[config.mk]
export PLATFORM = sky130hd
export DESIGN_NAME = small_key_value_table_flat
export DESIGN_NICKNAME = d
export VERILOG_FILES = /design/src/rtl/kvt_pkg.sv /design/src/rtl/kvt_req_if.sv /design/src/rtl/kvt_rsp_if.sv /design/src/rtl/kvt_cell.sv /design/src/rtl/kvt_ctrl.sv /design/src/rtl/small_key_value_table.sv /design/src/flat_wrapper.sv
export SDC_FILE = /design/constraint.sdc
export NUM_CORES = 1
export LEC_CHECK = 0
export BUFFER_PORTS_ARGS = -buffer_cell sky130_fd_sc_hd__clkbuf_2
export CORE_UTILIZATION = 30
export CTS_CLUSTER_DIAMETER = 120
export DETAILED_ROUTE_END_ITERATION = 8
export PLACE_DENSITY = 0.55
export SLEW_MARGIN = 20
export SYNTH_ARGS = -nofsm -noshare
export SYNTH_HDL_FRONTEND = slang
export SYNTH_SLANG_ARGS = --single-unit
[constraint.sdc]
create_clock -name clk -period 3.35 [get_ports clk]
set_input_delay 0.67 -clock clk [delete_from_list [all_inputs] [get_ports clk]]
set_output_delay 0.67 -clock clk [all_outputs]
set_load 0.05 [all_outputs]
[src/rtl/kvt_pkg.sv]
// Package of the small key/value table: types, codes and constants.
package kvt_pkg;

	localparam int ENTRIES_DEFAULT = 16;

	localparam int KEY_W   = 8;
	localparam int VALUE_W = 32;
	localparam int CMD_W   = 2;

	typedef logic [KEY_W-1:0]          key_t;
	typedef logic signed [VALUE_W-1:0] value_t;
	typedef logic [CMD_W-1:0]          cmd_t;

	localparam cmd_t CMD_SET   = 2'd0;
	localparam cmd_t CMD_GET   = 2'd1;
	localparam cmd_t CMD_ERASE = 2'd2;

	localparam key_t   EMPTY_KEY = 8'd42;
	localparam value_t NO_VALUE  = -32'sd1;

	typedef struct packed {
		key_t   key;
		value_t value;
	} entry_t;

	typedef struct packed {
		logic   wr_key;
		logic   wr_value;
		key_t   key;
		value_t value;
	} edit_t;

	typedef struct packed {
		logic match;
		logic empty;
	} flags_t;

endpackage

[src/rtl/kvt_req_if.sv]
// Request channel of the small key/value table.
interface kvt_req_if;

	logic                  valid;
	logic                  ready;
	kvt_pkg::cmd_t         cmd;
	kvt_pkg::key_t         key;
	kvt_pkg::value_t       value;

	modport source (output valid, output cmd, output key, output value, input ready);
	modport sink   (input valid, input cmd, input key, input value, output ready);

endinterface

[src/rtl/kvt_rsp_if.sv]
// Response channel of the small key/value table.
interface kvt_rsp_if;

	logic                  valid;
	logic                  ready;
	kvt_pkg::value_t       read_value;
	logic                  found;
	logic                  table_full;

	modport source (output valid, output read_value, output found, output table_full,
		input ready);
	modport sink   (input valid, input read_value, input found, input table_full,
		output ready);

endinterface

[src/rtl/kvt_cell.sv]
// One cell of the entry ring: holds an entry, compares its key and passes it on, edited.
module kvt_cell (
	input  logic            clk,
	input  logic            arst_n,
	input  logic            shift,
	input  kvt_pkg::entry_t up,
	input  kvt_pkg::edit_t  edit,
	input  kvt_pkg::key_t   req_key,
	output kvt_pkg::entry_t pass,
	output kvt_pkg::flags_t flags
);

	kvt_pkg::entry_t held_q;

	always_comb begin
		pass = held_q;
		if (edit.wr_key) begin
			pass.key = edit.key;
		end
		if (edit.wr_value) begin
			pass.value = edit.value;
		end
	end

	assign flags.match = (held_q.key == req_key);
	assign flags.empty = (held_q.key == kvt_pkg::EMPTY_KEY);

	always_ff @(posedge clk or negedge arst_n) begin
		if (!arst_n) begin
			held_q.key   <= kvt_pkg::EMPTY_KEY;
			held_q.value <= kvt_pkg::NO_VALUE;
		end else if (shift) begin
			held_q <= up;
		end
	end

endmodule

[src/rtl/kvt_ctrl.sv]
// Sequencer of the key/value table: steps the ring, decides edits and builds the response.
module kvt_ctrl #(
	parameter int ENTRIES = kvt_pkg::ENTRIES_DEFAULT
) (
	input  logic            clk,
	input  logic            arst_n,
	kvt_req_if.sink         req,
	kvt_rsp_if.source       rsp,
	input  kvt_pkg::entry_t head,
	input  kvt_pkg::flags_t head_flags,
	output kvt_pkg::edit_t  edit,
	output logic            shift,
	output kvt_pkg::key_t   req_key
);

	localparam int IDX_W = (ENTRIES > 1) ? $clog2(ENTRIES) : 1;
	localparam logic [IDX_W-1:0] LAST_IDX = IDX_W'(ENTRIES - 1);

	typedef enum logic [3:0] {
		ST_IDLE = 4'b0001,
		ST_SCAN = 4'b0010,
		ST_FILL = 4'b0100,
		ST_PUSH = 4'b1000
	} state_t;

	state_t            state_q;
	logic [IDX_W-1:0]  cnt_q;
	logic [IDX_W-1:0]  last_q;
	kvt_pkg::cmd_t     cmd_q;
	kvt_pkg::key_t     key_q;
	kvt_pkg::value_t   value_q;
	logic              found_q;
	logic              empty_q;
	logic              full_q;
	kvt_pkg::value_t   rd_q;
	logic              out_valid_q;
	kvt_pkg::value_t   out_rd_q;
	logic              out_found_q;
	logic              out_full_q;
	logic              cmd_known;
	logic              hit;

	assign cmd_known = cmd_q inside {kvt_pkg::CMD_SET, kvt_pkg::CMD_GET, kvt_pkg::CMD_ERASE};
	assign hit       = cmd_known && head_flags.match;

	assign req.ready      = (state_q == ST_IDLE);
	assign shift          = (state_q == ST_SCAN) || (state_q == ST_FILL);
	assign req_key        = key_q;
	assign rsp.valid      = out_valid_q;
	assign rsp.read_value = out_rd_q;
	assign rsp.found      = out_found_q;
	assign rsp.table_full = out_full_q;

	always_comb begin
		edit = '0;
		case (state_q)
			ST_SCAN: begin
				if (cmd_q == kvt_pkg::CMD_SET && head_flags.match && !found_q) begin
					edit.wr_value = 1'b1;
					edit.value    = value_q;
				end
				if (cmd_q == kvt_pkg::CMD_ERASE && head_flags.match) begin
					edit.wr_key = 1'b1;
					edit.key    = kvt_pkg::EMPTY_KEY;
				end
			end
			ST_FILL: begin
				if (cnt_q == last_q) begin
					edit.wr_key   = 1'b1;
					edit.wr_value = 1'b1;
					edit.key      = key_q;
					edit.value    = value_q;
				end
			end
			default: begin
				edit = '0;
			end
		endcase
	end

	always_ff @(posedge clk) begin
		case (state_q)
			ST_IDLE: begin
				if (req.valid) begin
					cmd_q   <= req.cmd;
					key_q   <= req.key;
					value_q <= req.value;
					rd_q    <= kvt_pkg::NO_VALUE;
				end
			end
			ST_SCAN: begin
				if (hit && !found_q && cmd_q == kvt_pkg::CMD_GET) begin
					rd_q <= head.value;
				end
				if (head_flags.empty) begin
					last_q <= cnt_q;
				end
			end
			ST_PUSH: begin
				if (!out_valid_q || rsp.ready) begin
					out_rd_q    <= rd_q;
					out_found_q <= found_q;
					out_full_q  <= full_q;
				end
			end
			default: begin
			end
		endcase
	end

	always_ff @(posedge clk or negedge arst_n) begin
		if (!arst_n) begin
			state_q     <= ST_IDLE;
			cnt_q       <= '0;
			found_q     <= 1'b0;
			empty_q     <= 1'b0;
			full_q      <= 1'b0;
			out_valid_q <= 1'b0;
		end else begin
			if (state_q == ST_PUSH && (!out_valid_q || rsp.ready)) begin
				out_valid_q <= 1'b1;
			end else if (rsp.ready) begin
				out_valid_q <= 1'b0;
			end
			case (state_q)
				ST_IDLE: begin
					if (req.valid) begin
						cnt_q   <= '0;
						found_q <= 1'b0;
						empty_q <= 1'b0;
						full_q  <= 1'b0;
						state_q <= ST_SCAN;
					end
				end
				ST_SCAN: begin
					if (hit) begin
						found_q <= 1'b1;
					end
					if (head_flags.empty) begin
						empty_q <= 1'b1;
					end
					if (cnt_q == LAST_IDX) begin
						cnt_q <= '0;
						if (cmd_q == kvt_pkg::CMD_SET && !(found_q || hit)) begin
							if (empty_q || head_flags.empty) begin
								state_q <= ST_FILL;
							end else begin
								full_q  <= 1'b1;
								state_q <= ST_PUSH;
							end
						end else begin
							state_q <= ST_PUSH;
						end
					end else begin
						cnt_q <= cnt_q + 1'b1;
					end
				end
				ST_FILL: begin
					if (cnt_q == LAST_IDX) begin
						cnt_q   <= '0;
						state_q <= ST_PUSH;
					end else begin
						cnt_q <= cnt_q + 1'b1;
					end
				end
				ST_PUSH: begin
					if (!out_valid_q || rsp.ready) begin
						state_q <= ST_IDLE;
					end
				end
				default: begin
					state_q <= ST_IDLE;
				end
			endcase
		end
	end

endmodule

[src/rtl/small_key_value_table.sv]
// Top level of the small key/value table: a ring of entry cells and its sequencer.
//
// The table holds ENTRIES entries, each an 8-bit key and a signed 32-bit value, in a ring
// of cells that rotates by one place per cycle, while a request is scanned or filled, past
// a single compare and edit point. A request is one transaction on req and gives exactly
// one transaction on rsp. A get, an erase, a set that updates an existing key and any
// unused command take one full turn of the ring; a set that inserts into an empty entry
// takes a second full turn, since one is needed to reach the highest empty entry, and a set
// on a full table is dropped and reported by table_full. A response waiting in the output
// register holds the next request only at its end, until the response is taken. After
// reset all keys read as empty (42) and all values as -1, with no clearing pass.
module small_key_value_table #(
	parameter int ENTRIES = kvt_pkg::ENTRIES_DEFAULT
) (
	input  logic      clk,
	input  logic      arst_n,
	kvt_req_if.sink   req,
	kvt_rsp_if.source rsp
);

	kvt_pkg::entry_t pass [ENTRIES];
	kvt_pkg::edit_t  head_edit;
	kvt_pkg::flags_t head_flags;
	kvt_pkg::key_t   req_key;
	logic            shift;

	for (genvar i = 0; i < ENTRIES; i++) begin : g_cell
		localparam int NXT = (i + 1) % ENTRIES;
		if (i == 0) begin : g_head
			kvt_cell u_cell (
				.clk     (clk),
				.arst_n  (arst_n),
				.shift   (shift),
				.up      (pass[NXT]),
				.edit    (head_edit),
				.req_key (req_key),
				.pass    (pass[i]),
				.flags   (head_flags)
			);
		end else begin : g_body
			kvt_cell u_cell (
				.clk     (clk),
				.arst_n  (arst_n),
				.shift   (shift),
				.up      (pass[NXT]),
				.edit    ('0),
				.req_key (req_key),
				.pass    (pass[i]),
				.flags   ()
			);
		end
	end

	kvt_ctrl #(
		.ENTRIES (ENTRIES)
	) u_ctrl (
		.clk        (clk),
		.arst_n     (arst_n),
		.req        (req),
		.rsp        (rsp),
		.head       (pass[0]),
		.head_flags (head_flags),
		.edit       (head_edit),
		.shift      (shift),
		.req_key    (req_key)
	);

endmodule

[src/flat_wrapper.sv]
// flat-port wrapper written by rule: the top's interface ports become plain ports
module small_key_value_table_flat 
#(
	parameter int ENTRIES = kvt_pkg::ENTRIES_DEFAULT
)
  (clk, arst_n, req_valid, req_cmd, req_key, req_value, req_ready, rsp_valid, rsp_read_value, rsp_found, rsp_table_full, rsp_ready);
  kvt_req_if req_i ();
  kvt_rsp_if rsp_i ();
  input  logic clk;
  input  logic arst_n;
  input wire logic [$bits(req_i.valid)-1:0] req_valid;
  input wire logic [$bits(req_i.cmd)-1:0] req_cmd;
  input wire logic [$bits(req_i.key)-1:0] req_key;
  input wire logic [$bits(req_i.value)-1:0] req_value;
  output wire logic [$bits(req_i.ready)-1:0] req_ready;
  output wire logic [$bits(rsp_i.valid)-1:0] rsp_valid;
  output wire logic [$bits(rsp_i.read_value)-1:0] rsp_read_value;
  output wire logic [$bits(rsp_i.found)-1:0] rsp_found;
  output wire logic [$bits(rsp_i.table_full)-1:0] rsp_table_full;
  input wire logic [$bits(rsp_i.ready)-1:0] rsp_ready;
  assign req_i.valid = req_valid;
  assign req_i.cmd = req_cmd;
  assign req_i.key = req_key;
  assign req_i.value = req_value;
  assign req_ready = req_i.ready;
  assign rsp_valid = rsp_i.valid;
  assign rsp_read_value = rsp_i.read_value;
  assign rsp_found = rsp_i.found;
  assign rsp_table_full = rsp_i.table_full;
  assign rsp_i.ready = rsp_ready;
  small_key_value_table #(.ENTRIES(ENTRIES)) u_core (.clk(clk), .arst_n(arst_n), .req(req_i), .rsp(rsp_i));
endmodule
* Word level (Yosys, flattened, before mapping) *
Index checks and enable logic that the tools add are counted.

operators by class
  $add $sub $neg = 1
  equality and inequality tests = 19
  muxes and demuxes = 32
  reductions and logical operators = 30

operator list
  operator                                        count
  two-way mux 32 bit                              4
  case mux 42 bit (2 select lines)                1
  case mux 32 bit (2 select lines)                1
  two-way mux 42 bit                              1
  two-way mux 4 bit                               8
  case mux 4 bit (4 select lines)                 1
  two-way mux 1 bit                               10
  != test 2 bit (second input constant)           5
  AND reduction 3 bit                             3
  == test 4 bit (second input constant)           2
  == test 8 x 6 -> 1 bit (second input constant)  1
  == test 8 bit                                   1
  logical AND 1 bit                               8
  two-way mux 8 bit                               1
  != test 2 x 1 -> 1 bit (second input constant)  4
  case mux 4 bit (2 select lines)                 1
  AND reduction 2 bit                             4
  two-way mux 6 bit                               1
  case mux 1 bit (2 select lines)                 3
  nonzero test 2 bit                              3
  AND reduction 5 bit                             1
  adder 4 x 1 -> 4 bit (second input constant)    1
  == test 4 x 1 -> 1 bit (second input constant)  1
  == test 4 x 2 -> 1 bit (second input constant)  1
  other kinds (10)                                15

storage, ports and cells
  bits in registers = 764
  input port bits = 46
  output and inout bits = 36
  logic and storage cells = 128

* Depth between registers and ports, before layout *
Gate-level depths: netlist (run 1).

  depth after elaboration = 9
  depth in mapped cells = 9
  mapped depth without buffers = 6

* Modules after synthesis *
From an unflattened synthesis (run 1), not the netlist that was laid out.

unflattened totals
  cell total of the unflattened synthesis = 2,555
  area, all modules = 38,300.5 um^2

modules (own cells, without submodules)
  module                 times used  cells each  area each (um^2)  seq. area each (um^2)
  kvt_cell               16          143         2,104.5           1,044.8
  kvt_ctrl               1           266         4,624.4           3,664.8
  small_key_value_table  1           1           3.8               0.0

* Worst setup path after synthesis (run 1) *
Ideal clock, no wire load.

  kind = flip-flop to flip-flop
  from = reg u_core.u_ctrl.state_q[0]
  to = reg u_core.u_ctrl.rd_q[0] (enable)
  library setup time = 0.377 ns
  arrival = 4.207 ns
  required time = 2.973 ns
  slack = -1.234 ns
  cell stages (with the launch flop) = 6
  path buffers = 1
  period minus slack after synthesis = 4.584 ns
  path through = dfstp_2 -> buf_6 -> nor4b_1 -> nand2_1 -> inv_1 -> a31o_2

on the way
  longest elaborated chain between the ends = 3
  elaborated cells on any way between the ends = 6
  classes of those cells = eq/ne: 4; reduce/logical: 2

RTL lines
  what                                                                  RTL line            RTL
  from (decl)                                                           kvt_ctrl.sv:26      state_t state_q;
  from (signal assigned)                                                kvt_ctrl.sv:113     state_q <= ST_IDLE;
  from (signal assigned)                                                kvt_ctrl.sv:132     state_q <= ST_SCAN;
  from (signal assigned)                                                kvt_ctrl.sv:146     state_q <= ST_FILL;
  == test 4 x 1 -> 1 bit *                                              --
  via req_ready                                                         flat_wrapper.sv:15  output wire logic [$bits(req_i.ready)-1:0] req_ready;
  != test 2 bit (no source line) or nonzero test 2 bit (tied branches)  --
  AND reduction 3 bit (no source line) *                                --
  to (signal assigned)                                                  kvt_ctrl.sv:88      rd_q <= kvt_pkg::NO_VALUE;
  to (signal assigned)                                                  kvt_ctrl.sv:93      rd_q <= head.value;
  to (decl)                                                             kvt_ctrl.sv:35      kvt_pkg::value_t rd_q;

The timed path passes the listed nets; every way through them passes the cells marked *.
A chain may end at the register's enable or synchronous reset.

* Worst setup path after layout (run 1) *
  from = reg u_core.u_ctrl.state_q[2]
  to = reg u_core.g_cell[15].g_body.u_cell.held_q[11] (netlist name)

on the way
  longest elaborated chain between the ends = 3
  elaborated cells on any way between the ends = 5
  classes of those cells = eq/ne: 2; mux: 2; reduce/logical: 1

RTL lines
  what                                                              RTL line                        RTL
  == test 4 x 3 -> 1 bit or == test 4 x 2 -> 1 bit (tied branches)  kvt_ctrl.sv:47, kvt_ctrl.sv:56
  case mux 42 bit (2 select lines)                                  kvt_ctrl.sv:56                  case (state_q)
  two-way mux 32 bit                                                kvt_cell.sv:20                  if (edit.wr_value) begin
  to (signal assigned)                                              kvt_cell.sv:33                  held_q <= up;
  to (decl)                                                         kvt_cell.sv:13                  kvt_pkg::entry_t held_q;

Several ways; a longest one is shown, not always the timed one.

==> impl_metrics.toml, run 1 <==
[timing]
setup_tns_ns = 0
finalCritPeriodShare = 0.7564
fin_skew_ns = 0.02377
drv_slew = 0
rsz0062_at_grt = "false"
slew_headroom = 0.5879
finalSetupViolCount = 0
hold_slack_ns = 0.03653
hold_viol = 0
worstMarginPinSlew_ns = 0.6182
max_freq_ghz = 0.3946
final.min_clock_period_ns = 2.534

[global_route]
antenna_found_initial = 0
globalRouteMet2Util = 0.1706
met1_usage = 0.1724
grt_max_degree = 109
top_usage_layer = "met1"
grt_pass1_vias = 18570
met3_usage = 0.02000
track_usage = 0.1159
overflow = 0
grt_pass1_wl_um = 96350

[setup_path]
cp-startpoint = "u_core.u_ctrl.state_q[2]"
crit_family = "simple AND/OR/NAND/NOR gates"
ff2ff_setup_slack_ns = 0.82
endpoint_kind = "flip-flop"
start_kind = "flip-flop"
slowest_stage = "or4b_1"
cp_data_arrival_time_ns = 3.07
r2r_end = "u_core.g_cell[15].g_body.u_cell.held_q[11]"
r2r_start = "u_core.u_ctrl.state_q[2]"
path_max_fanout = 23
critical_path.cell_chain = "or4b_1 > nor4_2 > and4_4 > buf_12 > o21ai_2 > a31oi_1"
cp_data_required_time_ns = 3.89
crit_type = "reg -> reg"
rr_worst_depth = 6
path_buf_inv = 1
cpPeakStageDelay_ns = 0.68

[synth]
synth-edff-count = 112
synth-seq-area-share = 0.6926
synth.largest_area_cell = "dfstp_2"
async_reset_ff_frac = 0.8534
synthSimpleGateAreaFrac = 0.2567
ys.warnings.count = 0
ys_ff_latch = 764
muxShareOfSynthArea = 0.001020
yosys.area_share.adder = 0.0004252
synthCells = 3007
synth_nets = 3054
syn_area_um2 = 29430
synthDistinctLibCells = 41
synth_compound_area_frac = 0.02271
ys.flop_type = "dfstp_2"
synth_area_leaders = "dfstp_2 50%, nand2_1 23%, edfxtp_1 11%"
yosys.area.top_type_share = 0.5009
synth_top_family_by_area = "simple AND/OR/NAND/NOR gates"
avgSynthCellArea_um2 = 9.786
synth_xor_area_frac = 0.003869

[clocking]
clkSinkCount = 764
cts.clk_slew.worst_paths_ns = 0.06
tritoncts = "done"
clock_path_buffers = 3
cts_buffers = 80
ctsResizeCount = 0
clk_latency_ns = 0.62
post_cts_buffers = 0
ctsHoldBuffers = 0
htree_num_levels = 3
cts_root_buf = "clkbuf_16"

[cells_and_area]
layout_commonest_cell = "nand2_1"
area_delta_synth_final_pct = 16.52
mostFrequentLayoutCells = "1,813 x nand2_1, 561 x dfstp_2, 112 x edfxtp_1, 91 x dfrtp_1, 83 x clkbuf_16"
instances_no_fill = 4404
drive_gt1_frac = 0.2743
nNetsFinal = 3109
diodes = 0
final.fill_count = 9720

[floorplan]
initial_utilization = 0.3034
fp.dieW_um = 315.2
die_area_um2 = 99340
die_h_um = 315.2
coreArea_um2 = 96990
rows = 114
io_pins = 82

[outcome]
violations = "DRC"
status = "finished, violations left"

[placement]
numPlacedInstances = 4256
dp_hpwl_um = 32140
io_buffers = 81
place_congestion = 0.7528

[hold_path]
hold_path_class = "in -> async"

[routing]
drtPass1Iterations = 7
wl_um = 56990
first_iter_violations = 1521
detail-route-antenna-nets = 0
drc = 12
wl_per_cell_um = 12.94
num_vias = 19070
vias_per_cell = 4.329

[pwr]
p_leak_uw = 0.01554
pwr_density_cell_nw_per_um2 = 801.4
ir_drop_v = 0.0003194

[flow_run]
drv_cap = 0
## cells by family (layout without fill, tap and decap cells)
kind of cell,after synthesis,after routing
AND/OR/NAND/NOR,1965,1965
AO/OA/AOI/OAI,96,96
adder cells (fa/ha/maj),1,1
XOR/XNOR,13,13
flip-flops,764,764
multiplexers,3,3
buffers and inverters,165,286
## flip-flops by register name (all words and copies together) (netlist names), 2 cells and up
signal	cells
u_core.g_cell.g_body.u_cell.held_q	600
u_core.u_ctrl.state_q	4
u_core.u_ctrl.last_q	4
u_core.u_ctrl.rd_q	32
u_core.u_ctrl.cnt_q	4
u_core.g_cell.g_head.u_cell.held_q	40
u_core.u_ctrl.cmd_q	2
u_core.u_ctrl.rsp.read_value	32
u_core.u_ctrl.req_key	8
u_core.u_ctrl.value_q	32
## how the worst max path moves through the flow
stage	slack, ns	cells after the start	to
detailed placement	0.84	6	u_core.g_cell[15].g_body.u_cell.held_q[23]
global route	0.72	6	u_core.u_ctrl.rd_q[5]
global placement	0.91	6	u_core.g_cell[15].g_body.u_cell.held_q[13]
CTS	0.83	6	u_core.g_cell[15].g_body.u_cell.held_q[6]
finish	0.82	6	u_core.g_cell[15].g_body.u_cell.held_q[11]
floorplan	0.36	5	u_core.u_ctrl.rd_q[0]
## cells in the mapped netlist (2+ instances only)
cell / instances
buf_4: 2
buf_6: 4
dfstp_2: 561
o21a_1: 2
o21ai_2: 27
nand3_1: 72
nor3_1: 2
nor4b_1: 3
clkbuf_1: 150
edfxtp_1: 112
nor2_1: 53
nand2_1: 1814
and3_1: 4
xor2_1: 12
a31oi_1: 43
nor4_1: 2
dfrtp_1: 91
o31ai_1: 2
o21ai_0: 6
nand2b_1: 2
nor2b_1: 5
and2_1: 2
buf_2: 7
mux2i_1: 3
a21oi_1: 7
o21ai_1: 3
a22o_1: 2
## power by group
part	internal (uW)	total, uW	switching, uW
sequential	13000	14200	1230
combinational	1410	4360	2950
clock	5240	8920	3680
total	19600	27500	7870
## cell type report
| class | instances | area [um2] | share of cell area |
|---|---|---|---|
| clock buffers | 118 | 2369 | 0.06908 |
| well taps | 1276 | 1597 | 0.04657 |
| inverters | 1 | 7.507 | 0.0002190 |
| multi-input cells | 2078 | 8419 | 0.2456 |
| clock inverters | 30 | 301.5 | 0.008795 |
| flip-flops and latches | 764 | 20380 | 0.5944 |
| repair buffers | 137 | 1211 | 0.03533 |
## routing by layer
metal	vias to the layer above	routed length [um]	share of wire
met5	-	0	0
met4	0	1118	0.020
met3	76	2174	0.038
met2	264	24560	0.43
met1	9242	29140	0.51
li1	9485	-	-
## metrics by stage
stage	cell area [um2]	utilization	worst slack, ns	total power, uW
after floorplan	29440	-	0.3604	17120
after global placement	31620	0.3260	0.9095	18680
after detailed placement	31620	0.3260	0.8390	18750
after CTS	34290	0.3535	0.8316	27920
after global routing	34290	0.3535	0.7213	29140
final	34290	0.3535	0.8161	27480
Power figures use the tool's default switching activity.
==> inputs of run 2 (changes only) <==
ABC_AREA = 1   (was default)
clock period = 2.49 ns   (was 3.35 ns; I/O delays follow)
==> run 2 against run 1 <==
  * The run now ends clean
  * Sequential share of layout area shrank 0.51 points
  * Synthesized cell count grew 0.50%
  * Register-to-register slack lost 0.46 ns
  * Clock skew grew 0.010 ns
  * Global-route usage grew 0.59 points
  * Largest cell class unchanged
  * Largest power group unchanged
  * Highest routed layer unchanged
==> impl_metrics.toml, run 2 <==
[outcome]
status = "completed"

[routing]
drc = 0
detail-route-antenna-nets = 0
first_iter_violations = 1241
drtPass1Iterations = 7
wl_um = 59450
num_vias = 19170
wl_per_cell_um = 13.37
vias_per_cell = 4.312

[timing]
final.min_clock_period_ns = 2.294
setup_tns_ns = 0
max_freq_ghz = 0.4359
drv_slew = 0
finalCritPeriodShare = 0.9214
hold_viol = 0
hold_slack_ns = 0.03949
fin_skew_ns = 0.03375
rsz0062_at_grt = "false"
finalSetupViolCount = 0
slew_headroom = 0.6688
worstMarginPinSlew_ns = 0.4968

[floorplan]
initial_utilization = 0.3026
die_h_um = 317.1
die_area_um2 = 100500
rows = 115
io_pins = 82
coreArea_um2 = 98420
fp.dieW_um = 317.1

[setup_path]
r2r_start = "u_core.g_cell[0].g_head.u_cell.held_q[35]"
endpoint_kind = "output pin"
rr_worst_depth = 11
crit_path_end = "req_ready"
slowest_stage = "dfstp_2"
crit_family = "flip-flops"
crit_type = "reg -> out"
path_max_fanout = 4
cp-startpoint = "u_core.u_ctrl.state_q[0]"
cpPeakStageDelay_ns = 0.53
r2r_end = "u_core.u_ctrl.rd_q[21]"
cp_data_arrival_time_ns = 1.80
ff2ff_setup_slack_ns = 0.36
path_buf_inv = 2
cp_data_required_time_ns = 1.99
crit_cells = 3
critical_path.cell_chain = "inv_1 > nor3_4 > clkbuf_2"
start_kind = "flip-flop"

[global_route]
grt_pass1_wl_um = 100200
antenna_found_initial = 1
overflow = 0
track_usage = 0.1217
grt_max_degree = 108
grt_pass1_vias = 19250

[synth]
ys_ff_latch = 764
ys.warnings.count = 0
synth-seq-area-share = 0.6844
async_reset_ff_frac = 0.8534
synth-edff-count = 112
synth_nets = 3069
yosys.area.top_type_share = 0.4950
synthDistinctLibCells = 32
synth.largest_area_cell = "dfstp_2"
avgSynthCellArea_um2 = 9.854
synthCells = 3022
ys.flop_type = "dfstp_2"
synth_area_leaders = "dfstp_2 49%, nand2_1 18%, edfxtp_1 11%"
synthTopCellsByCount = "1,419 x nand2_1, 561 x dfstp_2, 313 x o21ai_0"
yosysMostFrequentCell = "nand2_1"
syn_area_um2 = 29780

[clocking]
clock_path_buffers = 3
post_cts_buffers = 0
cts_buffers = 80
clk_latency_ns = 0.62
cts.clk_slew.worst_paths_ns = 0.06
clkSinkCount = 764
htree_num_levels = 3
cts_root_buf = "clkbuf_16"
tritoncts = "done"

[placement]
placed_cell_area_um2 = 31910
io_buffers = 81
place_congestion = 0.7619
dp_hpwl_um = 37560

[flow_run]
drv_cap = 0

[cells_and_area]
regMostFlops = "u_core.g_cell.g_body.u_cell.held_q"
layout_commonest_cell = "nand2_1"
fin_util = 0.3514
area_delta_synth_final_pct = 16.13
largestRegisters = "u_core.g_cell.g_body.u_cell.held_q (600), u_core.g_cell.g_head.u_cell.held_q (40)"
nNetsFinal = 3142
drive_gt1_frac = 0.2777
largest_reg_flops = 600
mostFrequentLayoutCells = "1,419 x nand2_1, 561 x dfstp_2, 313 x o21ai_0, 194 x inv_1, 112 x edfxtp_1"
design_area_um2 = 34580

[pwr]
pwr_density_cell_nw_per_um2 = 920.6
ir_drop_v = 0.0006683
p_leak_uw = 0.01436

[hold_path]
hold_path_class = "in -> reg"
==> run 2: changes by cell type after synthesis, moves of 27 or more <==
cell	delta
o21ai_0	+307
a31oi_1	-43
nand2_1	-395
buf_2	+84
clkbuf_1	-107
inv_1	+193
o21ai_2	-27
==> run 2: worst min-delay path by stage <==
stage                                start                                        end  slack (ns)  depth (start not counted)
CTS                          req_value[12]                  u_core.u_ctrl.value_q[12]       0.003                          1
finish                       req_value[12]                  u_core.u_ctrl.value_q[12]        0.04                          1
global placement     u_core.u_ctrl.rd_q[3]            u_core.u_ctrl.rsp.read_value[3]        0.40                          0
floorplan                           arst_n  u_core.g_cell[0].g_head.u_cell.held_q[32]        0.20                          0
detailed placement  u_core.u_ctrl.rd_q[10]           u_core.u_ctrl.rsp.read_value[10]        0.40                          0
global route                  req_value[8]                   u_core.u_ctrl.value_q[8]       0.006                          1
==> run 2: per-stage QoR <==
step                setup WS (ns)  power (uW)  instances
floorplan                 0.02105       18430       3022
global placement           0.3892       20260       4298
detailed placement         0.3577       20300       4298
CTS                        0.1502       32370       4445
global route               0.1246       33500       4446
finish                     0.1958       31840       4446
==> run 2: cells by family after synthesis <==
logic type / after synthesis / share of synthesized area
XOR/XNOR: 4 / 0.001176
flip-flops: 764 / 0.6844
AO/OA/AOI/OAI: 326 / 0.05508
buffers and inverters: 360 / 0.05361
adder cells (fa/ha/maj): 1 / 0.0004201
AND/OR/NAND/NOR: 1567 / 0.2053
==> run 2: report_power, final <==
group,leakage [uW],switching (uW),total [uW],internal (uW)
registers,0.00800,499,14700,14200
clock network,0.00131,4960,11900,6900
logic,0.00506,3890,5250,1360
==> run 2: repair_timing <==
action,in CTS,in global routing
endpoints found under the hold margin,2,0
resized for setup,0,0
hold buffers,2,0
==> run 2: final cells by class <==
class	count	area, um2
antenna	1	2.502
clock buffer	120	2352
clock inverter	25	297.8
fill	10040	63840
inverter	201	773.2
multi-input combinational	1898	7854
sequential	764	20380
tap	1287	1610
timing repair buffer	150	1314
==> run 2: layer usage <==
| layer | part of all wire | global-route usage | vias to the layer above | wire length [um] |
|---|---|---|---|---|
| li1 | - | - | 9537 | - |
| met1 | 0.47 | 0.1674 | 9316 | 28100 |
| met2 | 0.47 | 0.1973 | 232 | 28160 |
| met3 | 0.030 | 0.01937 | 85 | 1785 |
| met4 | 0.023 | 0.03671 | 0 | 1395 |
| met5 | 0 | 0 | - | 0 |
==> inputs of run 3 (changes only) <==
ABC_AREA = default   (was 1)
SKIP_LAST_GASP = 1   (was default)
==> run 3 against run 2 <==
  * Critical path type is now reg -> reg
  * Clock skew shrank 0.011 ns
  * Worst setup slack lost 0.11 ns
  * Sequential share of layout area grew 0.17 points
  * Sequential cell count stayed put
  * Total power up 16%
  * Clock power hardly changed
  * The run now ends with DRC left
  * Critical endpoint is now u_core.u_ctrl.rd_q[21]
  * First-iteration DRC count rose by 25%
==> impl_metrics.toml, run 3 (synthesized netlist as in run 1, its figures left out) <==
[setup_path]
crit_type = "reg -> reg"
cp_data_arrival_time_ns = 2.75
path_max_fanout = 35
start_kind = "flip-flop"
endpoint_kind = "flip-flop"
cp_data_required_time_ns = 2.83
cpMostUsedCell = "nand3_1"
critical_path.cell_chain = "or4b_1 > nor4_1 > nand3_1 > buf_4 > nand3_1 > nand3_1"
slowest_stage = "or4b_1"
cpPeakStageDelay_ns = 0.68

[floorplan]
fp.dieW_um = 315.2
io_pins = 82
coreArea_um2 = 96990
initial_utilization = 0.3034
die_h_um = 315.2
die_area_um2 = 99340
rows = 114

[pwr]
intPower_uw = 26400
ir_drop_v = 0.0005457
seq_power_share = 0.514
switchingPower_uw = 10670
power_uw = 37070
p_leak_uw = 0.01563
combPwrFrac = 0.163
pwr_density_cell_nw_per_um2 = 1075
p_clk_frac = 0.323
p_sw_frac = 0.2879

[global_route]
grt_pass1_vias = 18950
grt_max_degree = 118
track_usage = 0.1188
overflow = 0
antenna_found_initial = 0
grt_pass1_wl_um = 99140

[routing]
vias_per_cell = 4.320
wl_um = 57670
drtPass1Iterations = 7
first_iter_violations = 1549
num_vias = 19100
wl_per_cell_um = 13.05
detail-route-antenna-nets = 0
drc = 15

[placement]
place_congestion = 0.7607
dp_hpwl_um = 33730
io_buffers = 81

[clocking]
cts_root_buf = "clkbuf_16"
cts.clk_slew.worst_paths_ns = 0.06
cts_buffers = 80
ctsResizeCount = 0
clkSinkCount = 764
clock_path_buffers = 3
ctsHoldBuffers = 1
htree_num_levels = 3
clk_latency_ns = 0.62
post_cts_buffers = 0
tritoncts = "done"

[cells_and_area]
largestRegisters = "u_core.g_cell.g_body.u_cell.held_q (600), u_core.g_cell.g_head.u_cell.held_q (40)"
mostFrequentLayoutCells = "1,812 x nand2_1, 561 x dfstp_2, 112 x edfxtp_1, 91 x dfrtp_1, 83 x clkbuf_16"
nNetsFinal = 3124
regMostFlops = "u_core.g_cell.g_body.u_cell.held_q"
fin_util = 0.3555
drive_gt1_frac = 0.2782
area_delta_synth_final_pct = 17.19
diodes = 0
layout_commonest_cell = "nand2_1"
largest_reg_flops = 600

[timing]
worstMarginPinSlew_ns = 0.5781
max_freq_ghz = 0.4164
setup_tns_ns = 0
slew_headroom = 0.6111
final.min_clock_period_ns = 2.401
hold_viol = 0
drv_slew = 0
rsz0062_at_grt = "false"
finalCritPeriodShare = 0.9644
finalSetupViolCount = 0
fin_skew_ns = 0.02273

[outcome]
status = "finished, violations left"
violations = "DRC"

[flow_run]
drv_cap = 0

[hold_path]
hold_path_class = "in -> reg"
[run 3: cell types whose count changed in the layout (fill, tap and decap cells not counted), moves of 6 or more]
cell,change
o21ai_2,+27
nand3_1,-6
buf_12,+7
nand2_1,+393
nand2_2,-24
o21ai_0,-307
inv_1,-194
a31oi_1,+43
nor2_1,+22
xor2_1,+12
[run 3: worst paths after layout]
kind,startpoint,to,slack [ns],depth (start not counted)
setup / recovery,u_core.u_ctrl.state_q[0],u_core.u_ctrl.rd_q[21],0.09,6
hold / removal,req_key[2],u_core.u_ctrl.req_key[2],0.04,1
setup reg to reg,u_core.u_ctrl.state_q[0],u_core.u_ctrl.rd_q[21],0.09,6
hold reg to reg,u_core.u_ctrl.rd_q[11],u_core.u_ctrl.rsp.read_value[11],0.41,0
max in group asynchronous,arst_n,u_core.g_cell[6].g_body.u_cell.held_q[12],1.87,3
min in group asynchronous,arst_n,u_core.g_cell[10].g_body.u_cell.held_q[35],0.05,1
[run 3: worst max-delay path, delay by kind of cell, from the launching register on]
family | cells | cell delay [ns]
AND/OR/NAND/NOR | 5 | 1.38
buffers and inverters | 1 | 0.29
flip-flops | 1 | 0.41
[run 3: area by class of cell]
type	count	area, um2
Clock buffer	122	2377
Clock inverter	28	277.8
Fill cell	9751	62510
Inverter	1	7.507
Multi-Input combinational cell	2078	8431
Sequential cell	764	20380
Tap cell	1276	1597
Timing Repair Buffer	152	1414
[run 3: stage by stage]
stage / setup slack (ns) / hold WS (ns) / std cells / cell area, um2
after floorplan: -0.2005 / 0.2024 / 3007 / 29460
after global placement: 0.1777 / 0.4056 / 4270 / 31820
after detailed placement: 0.1369 / 0.4054 / 4270 / 31820
after CTS: 0.1054 / 0.0002188 / 4421 / 34480
after global routing: 0.002131 / 0.01191 / 4421 / 34480
final: 0.08855 / 0.04460 / 4421 / 34480
[run 3: power groups by stage]
stage               Clock (uW)  Sequential, uW  Combinational (uW)
floorplan                    0           18700                4390
global placement             0           19200                6040
detailed placement           0           19200                6180
CTS                      12400           19100                6210
global route             12800           19500                7050
finish                   12000           19100                6040
[run 3: routing by layer]
layer	GRT usage	up-vias	routed length (um)
li1	-	9527	-
met1	0.1772	9225	29610
met2	0.1750	271	24730
met3	0.02105	76	2257
met4	0.03409	0	1081
met5	0	-	0
